`src/hw/rtl/ohs_ram.sv`:
```
// generic single write port, single read port ram with registered read
// no dependencies
module ohs_ram #(
  parameter int unsigned Width = 8,
  parameter int unsigned Depth = 16
) (
  input  logic                     clk_i,
  input  logic                     we_i,
  input  logic [$clog2(Depth)-1:0] waddr_i,
  input  logic [Width-1:0]         wdata_i,
  input  logic                     re_i,
  input  logic [$clog2(Depth)-1:0] raddr_i,
  output logic [Width-1:0]         rdata_o
);

  logic [Width-1:0] mem_q [Depth];
  logic [Width-1:0] rdata_q;

  always_ff @(posedge clk_i) begin
    if (we_i) begin
      mem_q[waddr_i] <= wdata_i;
    end
    if (re_i) begin
      rdata_q <= mem_q[raddr_i];
    end
  end

  assign rdata_o = rdata_q;

endmodule

```
`config.mk`:
```
export PLATFORM = sky130hd
export DESIGN_NAME = ohs_ram
export DESIGN_NICKNAME = d
export VERILOG_FILES = /design/src/hw/rtl/ohs_ram.sv
export SDC_FILE = /design/constraint.sdc
export NUM_CORES = 1
export LEC_CHECK = 0
export BUFFER_PORTS_ARGS = -buffer_cell sky130_fd_sc_hd__buf_2
export CORE_MARGIN = 2
export CORE_UTILIZATION = 55
export CTS_CLUSTER_SIZE = 10
export DETAILED_ROUTE_END_ITERATION = 8
export PLACE_DENSITY = 0.72
export SYNTH_ARGS = -nofsm -noshare
export SYNTH_HDL_FRONTEND = slang
export SYNTH_SLANG_ARGS = --single-unit
```
`constraint.sdc`:
```
create_clock -name clk_i -period 2.7 [get_ports clk_i]
set_clock_uncertainty 0.1 [all_clocks]
set_input_delay 0.54 -clock clk_i [delete_from_list [all_inputs] [get_ports clk_i]]
set_output_delay 0.54 -clock clk_i [all_outputs]
set_load 0.05 [all_outputs]
```
==> run metrics <==
final WL=10300 µm; Seq/Total Area, Yosys=78.1%; Die Wd=101 µm; WS Path Type=register to output pin; total number of vias=2569; DRT Pass-1 Iters=4; die area=10300 µm²; Vert. Die Dim=101 µm; final hold slack=0.292 ns; number of synthesized flops with an enable pin=136; asr flop ratio synth=0%; delay-heaviest family, CP=flip-flops; Final #Nets=303; largest net degree at the start of global routing=33; Critical Path AT=1.16 ns; hold buffers post-CTS=0; most instantiated cells after synthesis=136 x edfxtp_1, 18 x mux4_2, 16 x a22oi_1; # resized after CTS=0; GRT Util Overall=22.3%; PortBufs=26; clk slew on worst S/H paths=0.06 ns; CTS H-tree lvls=4; postcts setup bufs=0; Pleak=2.14 nW; initial antenna violation count=0; final setup margin=0.897 ns; fmax=555 MHz; DRC viols=0; Design Area, Final=6250 µm²; core area=9240 µm²; Bufs on Longest Clock Path=2; Relative slew margins=45.0%; crit-path max cell delay=0.41 ns; max_cap viols=0; Skew-Pair Late Insertion Delay=0.52 ns; Final Hold Fails=0; cell breakdown of the critical path=buf_2; CP startpoint=rdata_o[3]; CTS Buf Count=17; largest area contributor in the netlist=edfxtp_1; Crit Path Max Fanout=1; post-route ant nets=0; fin crit share=66.8%; RSZ-0062 raised after global routing=false; status=finished clean; top-area cell type share of the netlist area=78.1%; initial core utilization=56.6%; post-synthesis cell type count=18; VDD IR max=0.453 mV; first-pass GRT wire length=15600 µm; minimum clock period=1.80 ns; CTS tree=built; vias in the first global route=2586; Final Setup Violations=0; Power per Cell Area=826 nW/µm²; ranking of synthesized cells by area=edfxtp_1 78%, mux4_2 7.8%, mux4_1 7.0%, a22oi_1 2.3%, nor2_1 0.93%; FP Rows=35; Primary FF master, synth=edfxtp_1; routed vias/inst=6.03; Seq cells post-synth=136; Worst Path Buf+Inv=1; Clock Sinks=136; Post-Syn Area=5230 µm²; yosys warns=0; Max Slew Vio Count=0; DR iter-0 viols=364; RR Startpoint=mem_q[0][1]; Top Ports=27; Mapped Cells=229; hold_sp=re_i; Crit-path slowest cell=edfxtp_1; Critical Path RT=2.06 ns; CP Launch Type=register; most common cell in the netlist=edfxtp_1; WL per Instance=24.2 µm; Post-DP HPWL=5920 µm; area post-placement=5610 µm²; n_diodes=0; worst slew pin tran=0.823 ns; layout cells sized above 1=32.3%; CP endpoint kind=output pin; synth-to-layout area growth=19.7%; Syn Area/Cell=22.8 µm²; Final Util=67.7%; HP Class=input pin to register; setup TNS=0 ns; CTS root buf=clkbuf_8; syn nets=248; total grt overflow=0; Place WS=0.495 ns; Final Wtd Congestion=0.772
==> metal layers <==
metal | global-route usage, % | wire length (µm) | up-vias
li1 | - | - | 1092
met1 | 31.4 | 4320 | 1355
met2 | 34.7 | 5090 | 107
met3 | 5.38 | 727 | 15
met4 | 8.21 | 154 | 0
met5 | 0 | 0 | -
==> path summary, 6_finish.rpt <==
path / cells past startpoint / slack [ns] / end
max reg2reg: 3 / 1.13 / rdata_o[1]
min reg2reg: 3 / 0.66 / rdata_o[5]
min: 1 / 0.29 / rdata_o[1]
max: 1 / 0.90 / rdata_o[3]
==> logic make-up (layout without fill, tap and decap cells) <==
logic type	count (synthesis)	count (layout)	synth area share, %
buf+inv	10	78	1.65
flops	136	136	78.1
simple gates	35	35	3.14
compound gates	16	16	2.30
mux	32	32	14.8
==> registers in the layout, indices dropped and copies added (netlist names) <==
register,count
mem_q,128
rdata_o,8
==> cell usage in the layout, fill, tap and decap left out <==
master	instances
clkbuf_8	1
and2_1	1
bufinv_16	6
mux4_1	14
clkbuf_1	1
nand2b_1	2
clkbuf_16	16
clkinv_4	1
nor2_1	13
clkinv_2	5
nand3_1	1
nor3_1	4
or3b_2	1
nand2_1	9
buf_4	18
edfxtp_1	136
nand3b_1	2
buf_12	2
buf_2	26
and2b_1	1
mux4_2	18
nor2b_1	1
clkinvlp_4	2
a22oi_1	16
==> final cells by class <==
cell class,count,area (µm²)
sequential,136,4080
fill,567,2990
multi-input combinational,83,1060
clock buffer,18,418
timing repair buffer,46,305
clock inverter,14,229
tap,129,161
==> power breakdown <==
part	internal, W	switching (W)	leakage [nW]
logic	0.0000934	0.000160	0.589
clock network	0.00168	0.000843	0.314
registers	0.00238	0.0000115	1.24
total	0.00415	0.00101	2.14
==> metrics by stage <==
| stage | cells | power [W] |
|---|---|---|
| after global placement | 394 | 0.00268 |
| final | 426 | 0.00516 |
| after global routing | 426 | 0.00531 |
| after CTS | 426 | 0.00521 |
| after floorplan | 229 | 0.00259 |
| after detailed placement | 394 | 0.00269 |
Power figures use the tool's default switching activity.
